**src/rtl/pgsc_pkg.sv**
```systemverilog
// Shared constants, codes and controller/datapath interface types of the gap speed controller.
package pgsc_pkg;

  localparam int PATH_DEPTH = 1024;
  localparam int IDX_W      = (PATH_DEPTH > 1) ? $clog2(PATH_DEPTH) : 1;
  localparam int CNT_W      = $clog2(PATH_DEPTH + 1);
  localparam int NEAR_W     = 10;
  localparam int DATA_W     = 32;
  localparam int CFG_IDX_W  = 3;

  localparam logic [CFG_IDX_W-1:0] CFG_USE_LEADER    = 3'd0;
  localparam logic [CFG_IDX_W-1:0] CFG_GAIN          = 3'd1;
  localparam logic [CFG_IDX_W-1:0] CFG_SPACING       = 3'd2;
  localparam logic [CFG_IDX_W-1:0] CFG_STEP_DOWN     = 3'd3;
  localparam logic [CFG_IDX_W-1:0] CFG_STEP_UP       = 3'd4;
  localparam logic [CFG_IDX_W-1:0] CFG_SPEED_FLOOR   = 3'd5;
  localparam logic [CFG_IDX_W-1:0] CFG_SPEED_CEILING = 3'd6;

  localparam logic IN_CMD_LOAD = 1'b0;
  localparam logic IN_CMD_TICK = 1'b1;

  typedef enum logic [3:0] {
    ST_IDLE,
    ST_SCAN,
    ST_DRAIN,
    ST_FETCH,
    ST_ERR,
    ST_MUL,
    ST_SUM,
    ST_LIM,
    ST_CLAMP,
    ST_DONE
  } pgsc_state_e;

  typedef struct packed {
    logic load_wr;
    logic tick_start;
    logic scan_rd;
    logic fetch;
    logic err_en;
    logic mul_en;
    logic sum_en;
    logic lim_en;
    logic clamp_en;
    logic out_load;
  } pgsc_cmd_t;

  typedef struct packed {
    logic empty;
    logic scan_last;
    logic pipe_busy;
  } pgsc_status_t;

endpackage

```
**src/rtl/pgsc_ctrl.sv**
```systemverilog
// Sequencing state machine of the gap speed controller: handshakes and stage commands.
module pgsc_ctrl (
  input  logic                  clk_i,
  input  logic                  rst_ni,
  input  logic                  in_valid_i,
  input  logic                  cmd_i,
  output logic                  in_stall_o,
  output logic                  out_valid_o,
  input  logic                  out_stall_i,
  input  pgsc_pkg::pgsc_status_t sts_i,
  output pgsc_pkg::pgsc_cmd_t    cmd_o
);
  import pgsc_pkg::*;

  pgsc_state_e state_q, state_d;
  logic        out_valid_q, out_valid_d;
  logic        accept;
  logic        out_free;

  assign accept   = in_valid_i && (state_q == ST_IDLE);
  assign out_free = !out_valid_q || !out_stall_i;

  always_ff @(posedge clk_i or negedge rst_ni) begin
    if (!rst_ni) begin
      state_q     <= ST_IDLE;
      out_valid_q <= 1'b0;
    end else begin
      state_q     <= state_d;
      out_valid_q <= out_valid_d;
    end
  end

  // next state
  always_comb begin
    state_d = state_q;
    case (state_q)
      ST_IDLE: begin
        if (accept && (cmd_i == IN_CMD_TICK)) begin
          state_d = sts_i.empty ? ST_DONE : ST_SCAN;
        end
      end
      ST_SCAN: begin
        if (sts_i.scan_last) state_d = ST_DRAIN;
      end
      ST_DRAIN: begin
        if (!sts_i.pipe_busy) state_d = ST_FETCH;
      end
      ST_FETCH: state_d = ST_ERR;
      ST_ERR:   state_d = ST_MUL;
      ST_MUL:   state_d = ST_SUM;
      ST_SUM:   state_d = ST_LIM;
      ST_LIM:   state_d = ST_CLAMP;
      ST_CLAMP: state_d = ST_DONE;
      ST_DONE: begin
        if (out_free) state_d = ST_IDLE;
      end
      default: state_d = ST_IDLE;
    endcase
  end

  // outputs
  always_comb begin
    cmd_o            = '0;
    cmd_o.load_wr    = accept && (cmd_i == IN_CMD_LOAD);
    cmd_o.tick_start = accept && (cmd_i == IN_CMD_TICK);
    in_stall_o       = (state_q != ST_IDLE);
    out_valid_d      = out_valid_q && out_stall_i;
    case (state_q)
      ST_SCAN:  cmd_o.scan_rd  = 1'b1;
      ST_FETCH: cmd_o.fetch    = 1'b1;
      ST_ERR:   cmd_o.err_en   = 1'b1;
      ST_MUL:   cmd_o.mul_en   = 1'b1;
      ST_SUM:   cmd_o.sum_en   = 1'b1;
      ST_LIM:   cmd_o.lim_en   = 1'b1;
      ST_CLAMP: cmd_o.clamp_en = 1'b1;
      ST_DONE: begin
        if (out_free) begin
          cmd_o.out_load = 1'b1;
          out_valid_d    = 1'b1;
        end
      end
      default: ;
    endcase
  end

  assign out_valid_o = out_valid_q;

`ifndef SYNTHESIS
  a_load_into_free_slot: assert property (@(posedge clk_i) disable iff (!rst_ni)
    cmd_o.out_load |-> (!out_valid_q || !out_stall_i))
    else $error("result loaded over an untaken result");

  a_empty_tick_skips_scan: assert property (@(posedge clk_i) disable iff (!rst_ni)
    (cmd_o.tick_start && sts_i.empty) |=> (state_q == ST_DONE))
    else $error("empty path tick did not go straight to result");

  a_scan_needs_points: assert property (@(posedge clk_i) disable iff (!rst_ni)
    (state_q == ST_SCAN) |-> !sts_i.empty)
    else $error("scan running over an empty path");

  a_fetch_after_drain: assert property (@(posedge clk_i) disable iff (!rst_ni)
    (state_q == ST_FETCH) |-> !sts_i.pipe_busy)
    else $error("nearest point fetched before distance pipe drained");
`endif

endmodule

```
**config.mk**
```make
export PLATFORM = sky130hd
export DESIGN_NAME = pgsc_ctrl
export DESIGN_NICKNAME = d
export VERILOG_FILES = /design/src/rtl/pgsc_pkg.sv /design/src/rtl/pgsc_ctrl.sv
export SDC_FILE = /design/constraint.sdc
export NUM_CORES = 1
export LEC_CHECK = 0
export BUFFER_PORTS_ARGS = -buffer_cell sky130_fd_sc_hd__buf_2
export CAP_MARGIN = 20
export CORE_AREA = 2 2 39 41
export CTS_BUF_LIST = sky130_fd_sc_hd__clkbuf_16
export DETAILED_ROUTE_END_ITERATION = 6
export DIE_AREA = 0 0 41 43
export PLACE_DENSITY = 0.65
export SLEW_MARGIN = 30
export SYNTH_ARGS = -nofsm -noshare
export SYNTH_HDL_FRONTEND = slang
export SYNTH_SLANG_ARGS = --single-unit
```
**constraint.sdc**
```tcl
create_clock -name clk_i -period 1.6 [get_ports clk_i]
set_input_delay 0.08 -clock clk_i [delete_from_list [all_inputs] [get_ports clk_i]]
set_output_delay 0.08 -clock clk_i [all_outputs]
set_load 0.02 [all_outputs]
```
== Yosys cells after proc, flatten, opt, wreduce, memory -nomap -nowiden ==
Index checks and enable logic that the tools add are counted.
Operators by class
  equal/unequal tests: 13
  mux-type cells: 17
  bitwise operators: 1
  reduce and logical (&&, ||, !) cells: 10
Operators by type and width (count)
  4-bit one-hot mux with 10 select lines: 1
  4-bit 2-to-1 mux: 5
  4-bit by 3-bit == test with 1-bit output, second input constant: 4
  1-bit 2-to-1 mux: 11
  4-bit by 2-bit == test with 1-bit output, second input constant: 2
  4-bit == test, second input constant: 2
  2-bit inequality test, second input constant: 4
  4-bit by 1-bit == test with 1-bit output, second input constant: 1
  1-bit logical AND: 4
  4-bit zero test: 1
  4-bit AND reduction: 1
  4-bit nonzero test: 1
  1-bit zero test: 2
  1-bit logical OR: 1
  1-bit inverter: 1
Word-level totals
  register bits: 5
  output and inout port bits: 12
  word-level logic and storage cells: 43

== Depth between registers and ports, before layout ==
Gate-level depths: netlist of run 1.
  depth after elaboration: 5
  depth in mapped cells: 4
  depth with buffers taken out: 3

== Worst setup path before layout of run 1 ==
Ideal clock, no wire load.
  path type: register to output
  start point: register state_q[2]
  end point: output cmd_o[9] in the netlist's numbering
  arrival time: 1.464 ns
  required time: 1.520 ns
  slack: 0.056 ns
  cell stages (with the launch flop): 5
  path buffers: 1
  path through: dfrtp_1 clkbuf_1 nor2_1 nand2_1 nor3b_1
RTL lines
  from (decl): line pgsc_ctrl.sv:15  | pgsc_state_e state_q, state_d;
  from (signal assigned): line pgsc_ctrl.sv:28  | state_q <= state_d;
  to (decl): line pgsc_ctrl.sv:11  | output pgsc_pkg::pgsc_cmd_t cmd_o

==> results.cfg, run 1 <==
[clocking]
ctsRootBufferMaster = clkbuf_16
cts_inserted_buffers = 3
cts_setup_buffers = 0
clock_path_buffers = 2
clkTransAtPathRegs_ps = 30
insertion_delay_ps = 230
clock-sinks = 5
tritoncts = built
cts_max_level = 1

[setup_path]
critPathTopFamily = simple AND/OR/NAND/NOR gates
crit_type = reg2out
max_stage_delay_ps = 390
r2r-start = state_q[2]$_DFFE_PN0P_
end_kind = output port
critPathBufInv = 1
critPathLaunchType = flip-flop
cp_max_fo = 6
r2r-end = state_q[0]$_DFFE_PN0P_
r2r_cells = 3
cpMaxStageDelayCell = or3b_4
arrival_ps = 1390
required_ps = 1520
r2r_slack_ps = 300
path_cells = nand2b_4 -> or3b_4 -> a21oi_2 -> buf_4

[floorplan]
die_width_microns = 41
die_area_sq_um = 1760
ioPinCount = 20
fp.dieH_microns = 43
rows = 14
coreArea_sq_um = 1380
start_util_pct = 27.8

[place]
io_buffers = 19
dpl_worst_slack_ps = 235
place.gp.congestion = 0.781
dp_hpwl_microns = 648

[power_and_ir_drop]
sw_frac_of_total_pct = 39.6
max-vdd-ir-drop_mv = 0.783
comb_power_share_pct = 49.9
power_switching_w = 0.000521
seqPwrFrac_pct = 19.2
p_per_area_nw_per_um2 = 2200
pwr-share-clk_pct = 30.8
p_leak_nw = 0.302
power.internal_w = 0.000793

[detailed_routing]
vias = 414
wire_per_inst_microns = 10.7
drt_iter0_markers = 3
drt-pass1-iter-count = 4
postRouteAntennaNets = 0
vias_per_cell = 4.93
wl_microns = 896
drc_errors = 0

[grt]
overflow = 0
antenna_found_initial = 0
grt_pass1_wl_microns = 1340
grt_max_degree = 13
grt_pass1_vias = 357
grt_util_all_layers_pct = 11.8

[synth]
synth_cells = 45
ys_ff_latch = 5
synth_cell_types = 29
yosysSeqAreaShare_pct = 32.5
ys_top_cells_by_area = dfrtp_1 32%, nor2_1 6.8%, nor4b_1 4.5%, nor3_1 3.9%, nand2_1 3.9%
mappedNetlistNets = 53
syn_area_per_cell_sq_um = 8.56
syn_area_sq_um = 385
yosysTopAreaCell = dfrtp_1
yosysWarnings = 0
yosysTopAreaCellShare_pct = 32.5

[sta]
rsz0062_at_grt = no
finClkSkew_ps = 1.72
finalHoldViolCount = 0
period_share_pct = 91.9
post-route-min-period_ps = 1470
setup-tns-final_ps = 0
tightest_slew_ps = 243
finalMaxSlewViolations = 0
clock.fmax_ghz = 0.680
postLayoutSetupSlackWorst_ps = 130
max_slew_margin_pct = 83.5
finalSetupViolCount = 0

[hold_path]
whs_path_depth = 3
min-delay-start = out_stall_i
hp-class = in2reg
hold_end = out_valid_o$_DFF_PN0_

[finish]
layout.nets = 77
area_growth_pct = 54.9
diodes = 0
drive_above_1_share_pct = 47.1

[job]
max-cap-violations = 0

[run_status]
outcome = finished clean
==> final cells by class <==
cell class / instances / area (sq um)
fill: 139 / 787
multi-input combinational: 35 / 238
timing repair buffer: 23 / 130
sequential: 5 / 126
clock buffer: 3 / 75.1
tap: 16 / 20.0
clock inverter: 1 / 3.75
inverter: 1 / 3.75
==> flip-flops by register name, indices dropped and copies added (netlist names) <==
register     flops
out_valid_o      1
state_q          4
==> logic make-up (layout without fill, tap and decap cells) <==
group / Yosys count / after routing / share of synthesized area (%)
and+or+nand+nor: 28 / 28 / 45.8
buffers and inverters: 5 / 28 / 8.11
AOI/OAI and AO/OA: 6 / 6 / 11.4
xor gates and xnor gates: 1 / 1 / 2.27
DFF: 5 / 5 / 32.5
==> what timing repair did <==
action                                  in CTS  in global routing
gates resized for setup                      1                  4
gates cloned                                 0                  0
hold buffers                                 1                  0
endpoints found under the hold margin        5                  0
endpoints found under the setup margin       1                  2
==> metrics by stage <==
stage | total power [W] | std cells | hold slack [ps] | util [%] | cell area [sq um]
4_1_cts | 0.00131 | 84 | 102 | 42.3 | 586
3_3_place_gp | 0.000881 | 79 | -102 | 35.8 | 495
5_1_grt | 0.00141 | 84 | 140 | 43.1 | 597
3_5_place_dp | 0.000885 | 79 | -99.4 | 35.8 | 495
6_report | 0.00131 | 84 | 115 | 43.1 | 597
2_1_floorplan | 0.000735 | 45 | -216 | - | 385
==> worst min-delay path: stages <==
cell and delay, ps:
buf_2 90, nand2_1 70, nand2_1 70
==> cells in the mapped netlist <==
cell type	number
nor2_1	7
dfrtp_1	5
nand2_1	4
nor3_1	3
nor4b_1	2
a21oi_1	1
a221oi_1	1
and3b_2	1
and4_1	1
buf_2	1
buf_4	1
buf_6	1
clkbuf_1	1
inv_1	1
nand2b_1	1
nand2b_4	1
nand3b_1	1
nor2b_1	1
nor3b_1	1
nor4_1	1
o21a_1	1
o21ai_0	1
o22a_1	1
o311ai_1	1
or2b_1	1
or3_1	1
or3b_2	1
or4b_4	1
xor2_1	1
==> cell usage in the layout, fill, tap and decap left out, types with 2 or more instances in the layout <==
master     count
nor3_1         3
buf_4          4
nor4b_1        2
nor2_1         6
nand2_1        4
buf_2         18
dfrtp_1        4
inv_1          2
clkbuf_16      3
==> routing by layer <==
metal	share of wire (%)	wire length, microns	global-route usage (%)
met1	43	386	14.5
met4	3.3	30	10.0
met3	9.6	86	4.71
met2	44	392	15.0
met5	0	0	0
==> power by group through the flow <==
stage	combinational, W	clock, W	sequential [W]
2_1_floorplan	0.000522	0	0.000212
3_3_place_gp	0.000639	0	0.000242
3_5_place_dp	0.000641	0	0.000244
4_1_cts	0.000646	0.000413	0.000247
5_1_grt	0.000721	0.000421	0.000264
6_report	0.000656	0.000405	0.000253
==> worst max-delay path by stage <==
| stage | cells after the start | slack (ps) | end | from |
|---|---|---|---|---|
| global route | 5 | 0.4 | cmd_o[9] | state_q[0]$_DFFE_PN0P_ |
| CTS | 4 | 10 | cmd_o[0] | state_q[1]$_DFFE_PN0P_ |
| detailed placement | 3 | 230 | cmd_o[0] | state_q[3]$_DFFE_PN0P_ |
| finish | 4 | 130 | cmd_o[0] | state_q[1]$_DFFE_PN0P_ |
| global placement | 3 | 250 | cmd_o[0] | state_q[3]$_DFFE_PN0P_ |
| floorplan | 4 | 60 | cmd_o[9] | state_q[2]$_DFFE_PN0P_ |
No activity file was read; power rests on OpenSTA's default activity.
==> inputs of run 2 (changes only) <==
--- a/config.mk
+++ b/config.mk
@@ -5,6 +5,7 @@
 export SDC_FILE = /design/constraint.sdc
 export NUM_CORES = 1
 export LEC_CHECK = 0
+export ABC_AREA = 1
 export BUFFER_PORTS_ARGS = -buffer_cell sky130_fd_sc_hd__buf_2
 export CAP_MARGIN = 20
 export CORE_AREA = 2 2 39 41
==> constraint.sdc (replaced) <==
create_clock -name clk_i -period 1.4 [get_ports clk_i]
set_input_delay 0.07 -clock clk_i [delete_from_list [all_inputs] [get_ports clk_i]]
set_output_delay 0.07 -clock clk_i [all_outputs]
set_load 0.02 [all_outputs]
==> results.cfg, run 2 <==
[run_status]
outcome = finished clean

[synth]
synth_top_family_by_area = simple AND/OR/NAND/NOR gates
syn_area_per_cell_sq_um = 6.59
ys.flop_type = dfrtp_1
synth_compound_gate_area_share_pct = 7.00
yosysTopAreaCell = dfrtp_1
yosys.area_share.xor_xnor_pct = 0
synth_common_cells = 11 x inv_1, 10 x nand2_1, 8 x nor2_1
yosysWarnings = 0
ys_top_cells_by_area = dfrtp_1 33%, inv_1 11%, nand2_1 10%, nor2_1 8.0%, nor2_2 6.7%
synth_cells = 57
yosysTopAreaCellShare_pct = 33.3
synth-edff-count = 0
async_flop_share_pct = 100
mappedNetlistNets = 65
yosysSeqAreaShare_pct = 33.3
yosys.area_share.simple_pct = 46.7
syn_area_sq_um = 375
ys_ff_latch = 5
synth_cell_types = 18
synthAdderAreaFrac_pct = 0
synthMuxAreaShare_pct = 0
synth.most_common_cell = inv_1

[finish]
largest_reg_flops = 4
layout.nets = 90
drive_above_1_share_pct = 49.4
layout_common_cells = 19 x buf_2, 12 x inv_1, 10 x nand2_1
top_register = state_q
fin_util_pct = 43.6
final_common_cell = buf_2
area_growth_pct = 60.7
diodes = 0

[floorplan]
start_util_pct = 27.1
coreArea_sq_um = 1380
die_width_microns = 41
fp.dieH_microns = 43
die_area_sq_um = 1760
rows = 14
ioPinCount = 20

[sta]
finalSetupViolCount = 0
rsz0062_at_grt = yes
post-route-min-period_ps = 1330
clock.fmax_ghz = 0.753
finalHoldViolCount = 0
max_slew_margin_pct = 86.3
hold_slack_ps = 146
setup-tns-final_ps = 0
finalMaxSlewViolations = 0
period_share_pct = 94.8
tightest_slew_ps = 203
finClkSkew_ps = 0.913
postLayoutSetupSlackWorst_ps = 72.3

[place]
place.gp.congestion = 0.788
dp_hpwl_microns = 750
dpl_worst_slack_ps = 226
io_buffers = 19

[hold_path]
min-delay-start = sts_i[0]
hp-class = in2reg
whs_path_depth = 3

[setup_path]
required_ps = 1330
arrival_ps = 1260
cp_max_fo = 5
critPathLaunchType = flip-flop
end_kind = output port
r2r-start = state_q[1]$_DFFE_PN0P_
crit_type = reg2out
r2r_cells = 6
worstSetupStartpoint = state_q[0]$_DFFE_PN0P_

[clocking]
insertion_delay_ps = 220
clkTransAtPathRegs_ps = 30
clock-sinks = 5
cts_max_level = 1
clock_path_buffers = 2
cts_inserted_buffers = 3
cts_setup_buffers = 0
tritoncts = built
ctsRootBufferMaster = clkbuf_16

[power_and_ir_drop]
p_per_area_nw_per_um2 = 2530
p_leak_nw = 0.359
max-vdd-ir-drop_mv = 1.04

[grt]
grt_util_all_layers_pct = 12.6
antenna_found_initial = 0
grt_max_degree = 7
grt_pass1_wl_microns = 1470
grt_pass1_vias = 370
overflow = 0

[detailed_routing]
drt-pass1-iter-count = 2
wl_microns = 940
drc_errors = 0
vias_per_cell = 4.31
postRouteAntennaNets = 0
drt_iter0_markers = 3
wire_per_inst_microns = 9.69
vias = 418

[job]
max-cap-violations = 0
run 2: changes by cell type in the layout (fill, tap and decap cells not counted), moves of 2 or more:
cell,delta
inv_1,+10
nand2_1,+6
buf_4,-4
nor2_2,+4
nand3_1,+3
dfrtp_1,-2
dfrtp_2,+2
inv_2,+2
nand2_2,+2
nor2_4,+2
nor4b_1,-2
run 2: cell type report:
type	count	area, sq um
sequential	5	129
fill	140	781
inverter	13	48.8
clock inverter	1	3.75
timing repair buffer	20	105
clock buffer	3	75.1
multi-input combinational	39	221
tap	16	20.0
run 2: critical path, stage by stage, from the launching register on:
cell,delay (ps)
dfrtp_2,440
nor2_2,170
nand2_2,100
nor3b_2,150
buf_2,170
run 2: power by group:
group	leakage (nW)	internal, W	switching, W	total, W
registers	0.0604	0.000220	0.000109	0.000330
logic	0.256	0.000257	0.000485	0.000742
clock network	0.0423	0.000369	0.0000874	0.000457
total	0.359	0.000847	0.000681	0.00153
run 2: final timing paths:
| check | end | slack, ps |
|---|---|---|
| setup / recovery | cmd_o[8] | 70 |
| hold / removal | state_q[1]$_DFFE_PN0P_ | 150 |
| setup reg to reg | state_q[0]$_DFFE_PN0P_ | 230 |
| hold reg to reg | out_valid_o$_DFF_PN0_ | 570 |
| max in group asynchronous | state_q[2]$_DFFE_PN0P_ | 1050 |
| min in group asynchronous | out_valid_o$_DFF_PN0_ | 200 |
run 2: logic make-up (layout without fill, tap and decap cells):
logic type / after synthesis / in the layout
flip-flops: 5 / 5
AND/OR/NAND/NOR: 35 / 35
AO/OA/AOI/OAI: 4 / 4
buffers and inverters: 13 / 37
run 2: per-stage QoR:
stage	area, sq um	std cells	power, W
final	603	97	0.00153
after global routing	603	97	0.00165
after CTS	579	97	0.00148
after detailed placement	490	92	0.00101
after global placement	490	92	0.00100
after floorplan	375	57	0.000817
run 2: per-layer routing:
layer	share of wire [%]	vias to the layer above	GRT usage (%)
li1	-	227	-
met5	0	-	0
met1	40	185	15.0
met2	55	4	19.1
met4	1.8	0	8.00
met3	2.9	2	3.14
run 2: repair_timing:
item | in CTS | in global routing
endpoints found under the setup margin | 0 | 4
hold endpoints to repair | 5 | 0
gates resized for setup | 0 | 8
hold buffers | 1 | 0
==> inputs of run 3 (changes only) <==
--- a/config.mk
+++ b/config.mk
@@ -6,13 +6,14 @@
 export NUM_CORES = 1
 export LEC_CHECK = 0
 export ABC_AREA = 1
-export BUFFER_PORTS_ARGS = -buffer_cell sky130_fd_sc_hd__buf_2
+export BUFFER_PORTS_ARGS = -buffer_cell sky130_fd_sc_hd__buf_4
 export CAP_MARGIN = 20
 export CORE_AREA = 2 2 39 41
 export CTS_BUF_LIST = sky130_fd_sc_hd__clkbuf_16
 export DETAILED_ROUTE_END_ITERATION = 6
 export DIE_AREA = 0 0 41 43
 export PLACE_DENSITY = 0.65
+export SETUP_SLACK_MARGIN = 0.02
 export SLEW_MARGIN = 30
 export SYNTH_ARGS = -nofsm -noshare
 export SYNTH_HDL_FRONTEND = slang
==> results.cfg, run 3 (synthesis results as in run 2) <==
[setup_path]
crit_type = reg2out
critPathBufInv = 1
r2r_cells = 5
arrival_ps = 1240
cpMaxStageDelayCell = dfrtp_2
r2r_slack_ps = 150
critPathLaunchType = flip-flop
r2r-end = state_q[3]$_DFFE_PN0P_
crit_cells = 4
critPathTopFamily = flip-flops
path_cells = nor2_4 -> nand2_2 -> nor3b_2 -> buf_4
end_kind = output port
cp_max_fo = 6
required_ps = 1330
r2r-start = state_q[1]$_DFFE_PN0P_
max_stage_delay_ps = 450

[detailed_routing]
drc_errors = 0
wire_per_inst_microns = 10.9
drt-pass1-iter-count = 4
wl_microns = 1050
vias = 441
postRouteAntennaNets = 0
vias_per_cell = 4.55
drt_iter0_markers = 11

[grt]
grt_pass1_vias = 398
grt_max_degree = 7
grt_pass1_wl_microns = 1570
grt_util_all_layers_pct = 13.4
antenna_found_initial = 0
overflow = 0

[finish]
layout.nets = 90
area_growth_pct = 73.7
final_common_cell = buf_4
drive_above_1_share_pct = 49.4
top_register = state_q
layout_common_cells = 19 x buf_4, 12 x inv_1, 10 x nand2_1
largest_reg_flops = 4
diodes = 0

[sta]
clock.fmax_ghz = 0.763
post-route-min-period_ps = 1310
finalSetupViolCount = 0
max_slew_margin_pct = 80.6
tightest_slew_ps = 288
setup-tns-final_ps = 0
finClkSkew_ps = 0.206
rsz0062_at_grt = no
finalHoldViolCount = 0
hold_slack_ps = 140
period_share_pct = 93.6
finalMaxSlewViolations = 0

[clocking]
tritoncts = built
cts_max_level = 1
ctsRootBufferMaster = clkbuf_16
cts_inserted_buffers = 3
clock_path_buffers = 2
clock-sinks = 5
insertion_delay_ps = 220
clkTransAtPathRegs_ps = 30

[floorplan]
rows = 14
coreArea_sq_um = 1380
die_area_sq_um = 1760
start_util_pct = 27.1
fp.dieH_microns = 43
ioPinCount = 20
die_width_microns = 41

[power_and_ir_drop]
p_leak_nw = 0.364
max-vdd-ir-drop_mv = 0.927
p_per_area_nw_per_um2 = 2500

[job]
max-cap-violations = 0

[hold_path]
whs_path_depth = 3
hold_end = out_valid_o$_DFF_PN0_
hp-class = in2reg
min-delay-start = out_stall_i

[run_status]
outcome = finished clean

[place]
place.gp.congestion = 0.805
dp_hpwl_microns = 768
io_buffers = 19
## run 3: changes by cell type in the layout (fill, tap and decap cells not counted)
cell / previous run / this run
nor3_1: 2 / 3
nor3_2: 1 / 0
buf_2: 19 / 0
nor2_2: 5 / 4
dfrtp_1: 2 / 1
buf_4: 0 / 19
dfrtp_2: 3 / 4
nor2_4: 2 / 3
## run 3: layer usage
| layer | wire (microns) | track usage [%] |
|---|---|---|
| met5 | 0 | 0 |
| met4 | 17 | 6.00 |
| met3 | 55 | 4.71 |
| met2 | 568 | 22.5 |
| met1 | 413 | 14.1 |
## run 3: report_power, final
group	internal (W)	leakage, nW	switching (W)
Clock	0.000369	0.0423	0.0000888
Combinational	0.000321	0.263	0.000508
Sequential	0.000223	0.0592	0.000115
Total	0.000914	0.364	0.000713
## run 3: how the worst max path moves through the flow
stage | endpoint | from | slack (ps)
after floorplan | cmd_o[9] | state_q[1]$_DFFE_PN0P_ | 80
after global placement | state_q[1]$_DFFE_PN0P_ | state_q[1]$_DFFE_PN0P_ | 180
after detailed placement | state_q[1]$_DFFE_PN0P_ | state_q[1]$_DFFE_PN0P_ | 200
after CTS | cmd_o[8] | state_q[3]$_DFFE_PN0P_ | 40
after global routing | cmd_o[9] | state_q[1]$_DFFE_PN0P_ | 20
final | cmd_o[8] | state_q[1]$_DFFE_PN0P_ | 90
## run 3: final cells by class
class | instances | area [sq um]
well taps | 16 | 20.0
multi-input cells | 39 | 221
fillers | 145 | 732
clock buffers | 3 | 75.1
repair buffers | 20 | 153
inverters | 13 | 48.8
flip-flops and latches | 5 | 130
clock inverters | 1 | 3.75
## run 3: timing repair
item	CTS	global route
pin swaps	0	1
endpoints found under the setup margin	2	5
hold buffers	1	0
cloned	0	0
endpoints found under the hold margin	5	0
gates resized for setup	1	7
setup buffers	0	0
## run 3: worst min-delay path, stage by stage
cell and delay [ps]:
buf_4 80, nand2_1 90, nand2_1 90
## run 3: stage by stage
step           util [%]  cells  total power [W]  worst slack (ps)  instance area [sq um]
3_3_place_gp       39.2     92          0.00108               182                    543
2_1_floorplan         -     57         0.000823              77.1                    380
4_1_cts            45.8     97          0.00158              35.0                    634
3_5_place_dp       39.2     92          0.00108               203                    543
5_1_grt            47.1     97          0.00174              22.4                    652
6_report           47.1     97          0.00163              89.3                    652
